File: src/rbd_pkg.sv
package rbd_pkg;

  // Operation codes carried in the opcode field.
  localparam logic [3:0] OP_PUSH_FRONT = 4'd0;
  localparam logic [3:0] OP_PUSH_BACK  = 4'd1;
  localparam logic [3:0] OP_POP_FRONT  = 4'd2;
  localparam logic [3:0] OP_POP_BACK   = 4'd3;
  localparam logic [3:0] OP_READ_AT    = 4'd4;
  localparam logic [3:0] OP_WRITE_AT   = 4'd5;
  localparam logic [3:0] OP_READ_FRONT = 4'd6;
  localparam logic [3:0] OP_READ_BACK  = 4'd7;
  localparam logic [3:0] OP_CLEAR      = 4'd8;

  // Status codes returned with every result.
  localparam logic [1:0] STS_OK    = 2'd0;
  localparam logic [1:0] STS_FULL  = 2'd1;
  localparam logic [1:0] STS_EMPTY = 2'd2;
  localparam logic [1:0] STS_RANGE = 2'd3;

  // One operation request.
  typedef struct packed {
    logic [3:0]         opcode;
    logic [2:0]         position;
    logic signed [31:0] data_in;
  } rbd_in_t;

  // One operation result.
  typedef struct packed {
    logic signed [31:0] read_data;
    logic [1:0]         status;
    logic [3:0]         count;
    logic               is_empty;
    logic               is_full;
  } rbd_out_t;

endpackage

File: src/rbd_ram.sv
module rbd_ram #(
  parameter int WIDTH = 32,
  parameter int DEPTH = 8
) (
  input  logic                                 clk,
  input  logic                                 wr_en,
  input  logic [(DEPTH > 1 ? $clog2(DEPTH) : 1)-1:0] wr_addr,
  input  logic [WIDTH-1:0]                     wr_data,
  input  logic                                 rd_en,
  input  logic [(DEPTH > 1 ? $clog2(DEPTH) : 1)-1:0] rd_addr,
  output logic [WIDTH-1:0]                     rd_data
);

  logic [WIDTH-1:0] mem [DEPTH];
  logic [WIDTH-1:0] rd_data_r;

  // Single write port, registered read port.
  always_ff @(posedge clk) begin
    if (wr_en) begin
      mem[wr_addr] <= wr_data;
    end
    if (rd_en) begin
      rd_data_r <= mem[rd_addr];
    end
  end

  assign rd_data = rd_data_r;

endmodule

File: src/ring_buffer_deque_core.sv
// Ring-buffer deque: one operation per transfer, one result per operation.
// Pushes, pops, write_at, clear and every rejected operation: the result is
// registered at the input transfer; the next item may follow at once unless the
// result stalls. A successful read first goes through the store's read register.
// Reset (synchronous, active low) empties the deque: head and count go to zero.
// Store contents are not cleared; the count rules never read an unwritten entry.
module ring_buffer_deque_core
  import rbd_pkg::*;
#(
  parameter int CAPACITY   = 8,
  parameter int DATA_WIDTH = 32
) (
  input  logic     clk,
  input  logic     rst_n,
  input  logic     in_valid,
  output logic     in_stall,
  input  rbd_in_t  in_data,
  output logic     out_valid,
  input  logic     out_stall,
  output rbd_out_t out_data
);

  localparam int AW = (CAPACITY > 1) ? $clog2(CAPACITY) : 1;
  localparam int CW = $clog2(CAPACITY + 1);
  localparam int SW = ((CW > 3) ? CW : 3) + 1;

  localparam logic ST_IDLE = 1'b0;
  localparam logic ST_READ = 1'b1;

  logic            state_r, state_nxt;
  logic [AW-1:0]   head_r, head_nxt;
  logic [CW-1:0]   count_r, count_nxt;
  logic            out_valid_r;
  rbd_out_t        out_data_r;

  logic            acc;
  logic            full, empty, in_range;
  logic [CW-1:0]   logical;
  logic [SW-1:0]   slot_sum;
  logic [AW-1:0]   slot;
  logic [AW-1:0]   head_dec;
  logic [1:0]      status;
  logic            is_read;
  logic            wr_en;
  logic [AW-1:0]   wr_addr;
  logic [DATA_WIDTH-1:0] wr_data;
  logic [DATA_WIDTH-1:0] rd_data;
  logic [31:0]     rd_ext;

  // Take a new item only when idle and the result register can be filled.
  assign in_stall = (state_r != ST_IDLE) || (out_valid_r && out_stall);
  assign acc      = in_valid && !in_stall;

  assign full     = (count_r == CW'(CAPACITY));
  assign empty    = (count_r == '0);
  assign in_range = SW'(in_data.position) < SW'(count_r);

  // Logical index from the front that this operation addresses.
  always_comb begin
    case (in_data.opcode)
      OP_PUSH_BACK: logical = count_r;
      OP_READ_AT:   logical = CW'(in_data.position);
      OP_WRITE_AT:  logical = CW'(in_data.position);
      OP_READ_BACK: logical = count_r - CW'(1);
      OP_POP_FRONT: logical = CW'(1);
      default:      logical = '0;
    endcase
  end

  // Physical slot: head plus logical index, wrapped once around the capacity.
  always_comb begin
    slot_sum = SW'(head_r) + SW'(logical);
    if (slot_sum >= SW'(CAPACITY)) begin
      slot_sum = slot_sum - SW'(CAPACITY);
    end
    slot = slot_sum[AW-1:0];
  end

  assign head_dec = (head_r == '0) ? AW'(CAPACITY - 1) : head_r - AW'(1);

  // Keep the low input bits (zero-filled above bit 31); sign-extend the read word.
  genvar gi;
  generate
    for (gi = 0; gi < DATA_WIDTH; gi++) begin : g_wr
      if (gi < 32) begin : g_bit
        assign wr_data[gi] = in_data.data_in[gi];
      end else begin : g_zero
        assign wr_data[gi] = 1'b0;
      end
    end
    for (gi = 0; gi < 32; gi++) begin : g_rd
      if (gi < DATA_WIDTH) begin : g_bit
        assign rd_ext[gi] = rd_data[gi];
      end else begin : g_sign
        assign rd_ext[gi] = rd_data[DATA_WIDTH-1];
      end
    end
  endgenerate

  // Decode the operation against the current head and count.
  always_comb begin
    head_nxt  = head_r;
    count_nxt = count_r;
    status    = STS_OK;
    is_read   = 1'b0;
    wr_en     = 1'b0;
    wr_addr   = slot;
    case (in_data.opcode)
      OP_PUSH_FRONT: begin
        if (full) begin
          status = STS_FULL;
        end else begin
          head_nxt  = head_dec;
          count_nxt = count_r + CW'(1);
          wr_en     = 1'b1;
          wr_addr   = head_dec;
        end
      end
      OP_PUSH_BACK: begin
        if (full) begin
          status = STS_FULL;
        end else begin
          count_nxt = count_r + CW'(1);
          wr_en     = 1'b1;
        end
      end
      OP_POP_FRONT: begin
        if (empty) begin
          status = STS_EMPTY;
        end else begin
          head_nxt  = slot;
          count_nxt = count_r - CW'(1);
        end
      end
      OP_POP_BACK: begin
        if (empty) begin
          status = STS_EMPTY;
        end else begin
          count_nxt = count_r - CW'(1);
        end
      end
      OP_READ_AT: begin
        if (!in_range) begin
          status = STS_RANGE;
        end else begin
          is_read = 1'b1;
        end
      end
      OP_WRITE_AT: begin
        if (!in_range) begin
          status = STS_RANGE;
        end else begin
          wr_en = 1'b1;
        end
      end
      OP_READ_FRONT, OP_READ_BACK: begin
        if (empty) begin
          status = STS_EMPTY;
        end else begin
          is_read = 1'b1;
        end
      end
      OP_CLEAR: begin
        head_nxt  = '0;
        count_nxt = '0;
      end
      default: begin
      end
    endcase
  end

  rbd_ram #(
    .WIDTH (DATA_WIDTH),
    .DEPTH (CAPACITY)
  ) u_ram (
    .clk     (clk),
    .wr_en   (acc && wr_en),
    .wr_addr (wr_addr),
    .wr_data (wr_data),
    .rd_en   (acc && is_read),
    .rd_addr (slot),
    .rd_data (rd_data)
  );

  // A successful read waits in ST_READ for the store.
  always_comb begin
    state_nxt = state_r;
    case (state_r)
      ST_IDLE: if (acc && is_read) state_nxt = ST_READ;
      ST_READ: state_nxt = ST_IDLE;
      default: state_nxt = ST_IDLE;
    endcase
  end

  // Control state.
  always_ff @(posedge clk) begin
    if (!rst_n) begin
      state_r     <= ST_IDLE;
      head_r      <= '0;
      count_r     <= '0;
      out_valid_r <= 1'b0;
    end else begin
      state_r <= state_nxt;
      if (acc) begin
        head_r      <= head_nxt;
        count_r     <= count_nxt;
        out_valid_r <= !is_read;
      end else if (state_r == ST_READ) begin
        out_valid_r <= 1'b1;
      end else if (out_valid_r && !out_stall) begin
        out_valid_r <= 1'b0;
      end
    end
  end

  // Result register.
  always_ff @(posedge clk) begin
    if (acc && !is_read) begin
      out_data_r.read_data <= '0;
      out_data_r.status    <= status;
      out_data_r.count     <= 4'(count_nxt);
      out_data_r.is_empty  <= (count_nxt == '0);
      out_data_r.is_full   <= (count_nxt == CW'(CAPACITY));
    end else if (state_r == ST_READ) begin
      out_data_r.read_data <= rd_ext;
      out_data_r.status    <= STS_OK;
      out_data_r.count     <= 4'(count_r);
      out_data_r.is_empty  <= empty;
      out_data_r.is_full   <= full;
    end
  end

  assign out_valid = out_valid_r;
  assign out_data  = out_data_r;

endmodule

File: config.mk
export PLATFORM = sky130hd
export DESIGN_NAME = ring_buffer_deque_core
export DESIGN_NICKNAME = d
export VERILOG_FILES = /design/src/rbd_pkg.sv /design/src/rbd_ram.sv /design/src/ring_buffer_deque_core.sv
export SDC_FILE = /design/constraint.sdc
export NUM_CORES = 1
export LEC_CHECK = 0
export BUFFER_PORTS_ARGS = -buffer_cell sky130_fd_sc_hd__buf_2
export CORE_UTILIZATION = 45
export DETAILED_ROUTE_END_ITERATION = 6
export GPL_ROUTABILITY_DRIVEN = 1
export PLACE_DENSITY_LB_ADDON = 0.05
export SLEW_MARGIN = 10
export SYNTH_ARGS = -nofsm -noshare
export SYNTH_HDL_FRONTEND = slang
export SYNTH_SLANG_ARGS = --single-unit
File: constraint.sdc
create_clock -name clk -period 6.06 [get_ports clk]
set_input_delay 0.909 -clock clk [delete_from_list [all_inputs] [get_ports clk]]
set_output_delay 0.909 -clock clk [all_outputs]
set_load 0.02 [all_outputs]
==> results of run 1 <==
==> sequential cells by signal, summed over array words and instances, names as in the netlist <==
signal         cells
u_ram.mem        256
out_data          40
u_ram.rd_data     32
count_r            4
head_r             3
out_valid          1
state_r            1
==> through the flow <==
step	util	hold slack (ns)
floorplan	-	0.456
detailed placement	0.490	0.476
global placement	0.490	0.460
CTS	0.530	0.491
finish	0.530	0.484
global route	0.530	0.515
==> cell usage after synthesis, types with 3 or more instances <==
library cell / n
a21oi_1: 17
nor3b_1: 3
clkbuf_1: 24
xor2_1: 3
mux2_2: 128
dfxtp_1: 41
nand2b_1: 4
nor2_1: 44
edfxtp_1: 296
buf_2: 4
nor3_1: 5
inv_1: 14
a211oi_1: 4
mux2_4: 3
nor2b_1: 4
ha_1: 7
and3_1: 5
buf_6: 5
mux4_2: 32
nand3_1: 12
nand4_1: 6
mux2i_1: 33
buf_4: 4
o21ai_0: 8
or3b_2: 3
and2_1: 6
nand2_1: 10
==> final cells by class <==
type                    count  area (µm²)
repair buffers             99         558
well taps                 390         488
clock buffers              53        1040
inverters                  15        56.3
fillers                  2415       14000
multi-input cells         375        3740
flip-flops and latches    337        9710
clock inverters            15         164
==> kinds of logic (layout without fill, tap and decap cells) <==
logic type	Yosys count	in the layout	synth area share
compound gates	53	53	0.0261
xor+xnor	4	4	0.00258
fa+ha+maj	8	8	0.00792
buf+inv	54	182	0.0191
flops	337	337	0.714
mux	196	196	0.187
simple gates	114	114	0.0434
==> cell usage in the layout, fill, tap and decap left out, types with 6 or more instances in the layout <==
cell and count:
edfxtp_1 296, mux2_2 128, buf_2 84, nor2_1 44
dfxtp_1 40, clkbuf_16 38, mux2i_1 33, mux4_2 32
inv_1 14, buf_4 13, nand3_1 12, clkbuf_1 12
nand2_1 10, a21oi_1 9, o21ai_0 8, a21oi_4 8
nand4_1 6, and2_1 6, ha_1 6
==> power by group through the flow <==
stage                     registers [mW]  clock network (mW)  logic [mW]
final                               2.56                2.19       0.355
after global routing                2.56                2.33       0.387
after CTS                           2.56                2.25       0.362
after detailed placement            2.61                   0       0.361
after global placement              2.61                   0       0.351
after floorplan                     2.62                   0       0.252
==> worst reg2reg max path, stage by stage (launching register included) <==
cell,delay (ns)
dfxtp_1,0.52
inv_1,0.14
ha_1,0.36
nor2_1,0.12
a21oi_1,0.05
o21ai_0,0.17
nand2_1,0.10
fa_1,0.45
xnor2_1,0.17
nor3_1,0.38
o21ai_0,0.25
a21oi_4,0.45
buf_4,0.50
==> per-layer routing <==
metal / up-vias / global-route usage
li1: 3205 / -
met1: 3550 / 0.247
met2: 161 / 0.313
met3: 43 / 0.0294
met4: 0 / 0.0569
met5: - / 0
==> how the worst max path moves through the flow <==
| stage | end | cells after the start |
|---|---|---|
| 2_1_floorplan | u_ram.mem[5][0]$_DFFE_PP_ | 14 |
| 3_3_place_gp | u_ram.rd_data[6]$_DFFE_PP_ | 10 |
| 3_5_place_dp | u_ram.rd_data[2]$_DFFE_PP_ | 10 |
| 4_1_cts | u_ram.rd_data[2]$_DFFE_PP_ | 10 |
| 5_1_grt | u_ram.rd_data[2]$_DFFE_PP_ | 10 |
| 6_report | u_ram.rd_data[2]$_DFFE_PP_ | 10 |
==> flow_summary.toml, run 1 <==
[critical_path]
r2r_end = "u_ram.mem[1][26]$_DFFE_PP_"
crit_start = "in_data[37]"
regToRegSetupSlack_ns = 2.01
worstPathCellList = "buf_2 -> nor2_1 -> nand2_1 -> o21ai_0 -> a222oi_1 -> nor2_1 -> ha_4 -> buf_4 -> mux2_2 -> mux4_2"
slowest_delay_ns = 0.84
cp-end-kind = "register"
regToRegStartpoint = "count_r[0]$_SDFFE_PN0P_"
cp_slowest_cell = "buf_4"
crit_buf_inv = 2
worst_path_most_repeated_cell = "nor2_1"
crit_family = "buffers and inverters"
startpoint_type = "input port"
cp.arrival_ns = 4.53
cp.required_ns = 6.30
worstRegToRegCells = 12
crit_fanout = 69
timing_worst_setup_path_type = "input port to register"

[pwr]
finalPower_mw = 5.11
ir_drop_mv = 0.259
p_seq_frac = 0.501
power_frac_comb = 0.070
p_int_mw = 4.05
p_switching_mw = 1.06
clkPwrFrac = 0.429
switching_share = 0.207
power_density_nw_per_um2 = 324
p_leak_nw = 5.23

[synthesis]
synth_area_leaders = "edfxtp_1 65%, mux2_2 11%, dfxtp_1 6.0%, mux4_2 5.3%, mux2i_1 2.4%"
synth_area_um2 = 13600
syn_area_per_cell_um2 = 17.7
synth.ff_latch_count = 337
synth_enable_flop_cells = 296
async_flop_share = 0
synth_top_area_cell = "edfxtp_1"
yosys_warnings = 0
yosysTopAreaCellShare = 0.654
synth_nets = 817
netlist-cell-type-count = 58
ys_seq_area_frac = 0.714
synthCells = 766
ys.flop_type = "edfxtp_1"

[timing]
hold_viol = 0
fin_crit_ns = 4.29
setup_ws_ns = 1.77
finalCritPeriodShare = 0.708
final.setup_skew_ns = 0.0137
relSlewSlack = 0.249
slew_violations = 0
max_freq_ghz = 0.233
setup_violations = 0
worstMarginPinSlew_ns = 1.13
rsz0062_at_grt = "no"
fin_tns_setup_ns = 0

[floorplanning]
die_w_um = 176
io_pins = 85
start_util = 0.457
die_y_um = 176
rows = 63
core_area_um2 = 29700
dieArea_um2 = 30900

[grt]
track_usage = 0.186
grt_pass1_vias = 7087
grt.overflow.total = 0
grt_max_degree = 70
antenna_found_initial = 1
grt_first_pass_wirelength_um = 42600

[finish]
fin_cells = 1284
final_area_um2 = 15800
nets = 917
layout-drive-gt1-share = 0.372
n_antenna_cell = 0
synthToLayoutAreaGrowth_pct = 15.9

[hold_path]
hold_end = "out_data[15]$_SDFFE_PP0P_"
hold_start = "u_ram.rd_data[7]$_DFFE_PP_"
hp-class = "register to register"
min_path_cells = 2

[drt]
drc = 0
wl_per_cell_um = 21.9
drt_iter0_drc = 415
met1_length_um = 12400
wl_met3_um = 1200
first_pass_iters = 5
viasPerCell = 5.42
drt_wl_total_um = 28100
vias = 6959
wl_met2_um = 13900
top_layer_used = "met4"
final_antenna_net_count = 0

[clock_tree]
clk_latency_ns = 0.52
clk_path_buf_depth = 3
htreeDepth = 2
cts.sinks = 337
cts_tree = "built"
ctsHoldBuffers = 0
post_cts_buffers = 0
cts-resized-gates = 0
cts-root-buf = "clkbuf_16"
cts_buffers = 38
clk_pin_slew_ns = 0.06

[place]
port_buffers = 84
post-place-ws_ns = 1.22
dp.cells = 1216
gp_congestion = 0.805
placed_area_um2 = 14600
dp_hpwl_um = 15300

[status]
status = "complete, no violations"

[flow_run]
drv_cap = 0
(Power assumes the default switching activity.)
==> run 2, diff against run 1 <==
==> constraint.sdc (replaced) <==
create_clock -name clk -period 3.6 [get_ports clk]
set_input_delay 0.54 -clock clk [delete_from_list [all_inputs] [get_ports clk]]
set_output_delay 0.54 -clock clk [all_outputs]
set_load 0.02 [all_outputs]
==> run 2 against run 1 <==
Compared with the run above: non-clock buffer count increased by 18; critical endpoint is now u_ram.rd_data[14]$_DFFE_PP_; utilization grew 0.96 points; total power grew 67%; final cell count rose by 1.5%; worst hold slack lost 0.20 ns; die area unchanged; worst setup slack got worse by 1.4 ns; largest cell class unchanged; routed wire length grew 0.32%; clock skew is 0.0022 ns higher; sequential share of layout area down 1.1 points.
==> flow_summary.toml, run 2 (same netlist as run 1, synthesis figures left out) <==
[clock_tree]
cts-root-buf = "clkbuf_16"
cts.sinks = 337
cts_buffers = 37
clk_pin_slew_ns = 0.06
ctsHoldBuffers = 0
clk_latency_ns = 0.53
cts-resized-gates = 0
clk_path_buf_depth = 3
post_cts_buffers = 0
cts_tree = "built"
htreeDepth = 2

[critical_path]
crit_fanout = 20
startpoint_type = "register"
timing_worst_setup_path_type = "register to register"
cp_slowest_cell = "mux4_2"
crit_start = "count_r[0]$_SDFFE_PN0P_"
crit_buf_inv = 2
worstPathCellList = "inv_1 -> ha_1 -> nor2_1 -> a21oi_1 -> o21ai_0 -> nand2_1 -> fa_1 -> xnor2_1 -> o21ai_2 -> nand2_2 -> buf_12 -> mux4_2"
regToRegStartpoint = "count_r[0]$_SDFFE_PN0P_"
cp.required_ns = 3.85
cp.arrival_ns = 3.49
cp-end-kind = "register"
crit_family = "adder cells"
slowest_delay_ns = 0.53

[pwr]
clkPwrFrac = 0.421
power_frac_comb = 0.075
switching_share = 0.215
p_switching_mw = 1.84
power_density_nw_per_um2 = 532
p_seq_frac = 0.504
ir_drop_mv = 0.432
p_leak_nw = 5.36
p_int_mw = 6.71

[finish]
max_flop_register = "u_ram.mem"
largest_register_ffs = 256
nets = 934
final_cell_mix = "296 x edfxtp_1, 128 x mux2_2, 84 x buf_2"
final_common_cell = "edfxtp_1"
layout-drive-gt1-share = 0.389
synthToLayoutAreaGrowth_pct = 18.0
fin_cells = 1303

[place]
dp_hpwl_um = 16600
gp_congestion = 0.851
port_buffers = 84
dp.cells = 1234

[hold_path]
hp-class = "input port to register"
hold_start = "in_data[5]"

[grt]
grt-busiest-layer = "met2"
met1_usage = 0.249
grt_max_degree = 35
grtUsageMet3 = 0.0333
grt_pass1_vias = 7354
globalRouteMet2Util = 0.310
grt_first_pass_wirelength_um = 43200
track_usage = 0.187
antenna_found_initial = 2
grt.overflow.total = 0

[floorplanning]
rows = 63
start_util = 0.457
die_y_um = 176
core_area_um2 = 29700
dieArea_um2 = 30900
io_pins = 85
die_w_um = 176

[timing]
fin_crit_ns = 3.24
slew_violations = 0
finalCritPeriodShare = 0.899
fin_tns_setup_ns = 0
final.setup_skew_ns = 0.0159
hold_viol = 0
max_freq_ghz = 0.309
worstMarginPinSlew_ns = 0.741
setup_violations = 0
relSlewSlack = 0.506
hold_slack_ns = 0.280
rsz0062_at_grt = "no"

[drt]
drc = 0
first_pass_iters = 5
vias = 7082
wl_per_cell_um = 21.6
final_antenna_net_count = 0
viasPerCell = 5.44
drt_wl_total_um = 28100
drt_iter0_drc = 441

[flow_run]
drv_cap = 0

[status]
status = "complete, no violations"
-- run 2: routing by layer --
layer	vias up	wire [µm]
met5	-	14
met1	3605	12300
met4	2	776
met3	57	1300
li1	3243	-
met2	175	13800
-- run 2: final timing paths --
path	cells past startpoint	slack (ns)	endpoint
max	12	0.36	u_ram.rd_data[14]$_DFFE_PP_
min	1	0.28	u_ram.mem[3][5]$_DFFE_PP_
max reg2reg	12	0.36	u_ram.rd_data[14]$_DFFE_PP_
min reg2reg	2	0.49	out_data[22]$_SDFFE_PP0P_
-- run 2: metrics by stage --
| step | setup WS, ns | util | power [mW] | cell area (µm²) |
|---|---|---|---|---|
| after floorplan | 0.00625 | - | 4.84 | 13700 |
| after detailed placement | 0.0885 | 0.501 | 5.04 | 14900 |
| final | 0.362 | 0.540 | 8.54 | 16000 |
| after CTS | 0.308 | 0.540 | 8.64 | 16000 |
| after global placement | 0.193 | 0.501 | 5.02 | 14900 |
| after global routing | 0.0552 | 0.540 | 8.81 | 16000 |
-- run 2: power by group through the flow --
stage               sequential, mW  combinational (mW)  clock [mW]
floorplan                     4.40               0.432           0
global placement              4.39               0.629           0
detailed placement            4.39               0.650           0
CTS                           4.31               0.652        3.68
global route                  4.31               0.695        3.81
finish                        4.31               0.641        3.59
-- run 2: final cells by class --
cell class                      count  area, µm²
Tap cell                          390        488
Multi-Input combinational cell    375       3740
Fill cell                        2405      13700
Clock inverter                     15        126
Timing Repair Buffer              117        881
Clock buffer                       53       1040
Inverter                           15       56.3
Antenna cell                        1       2.50
Sequential cell                   337       9710
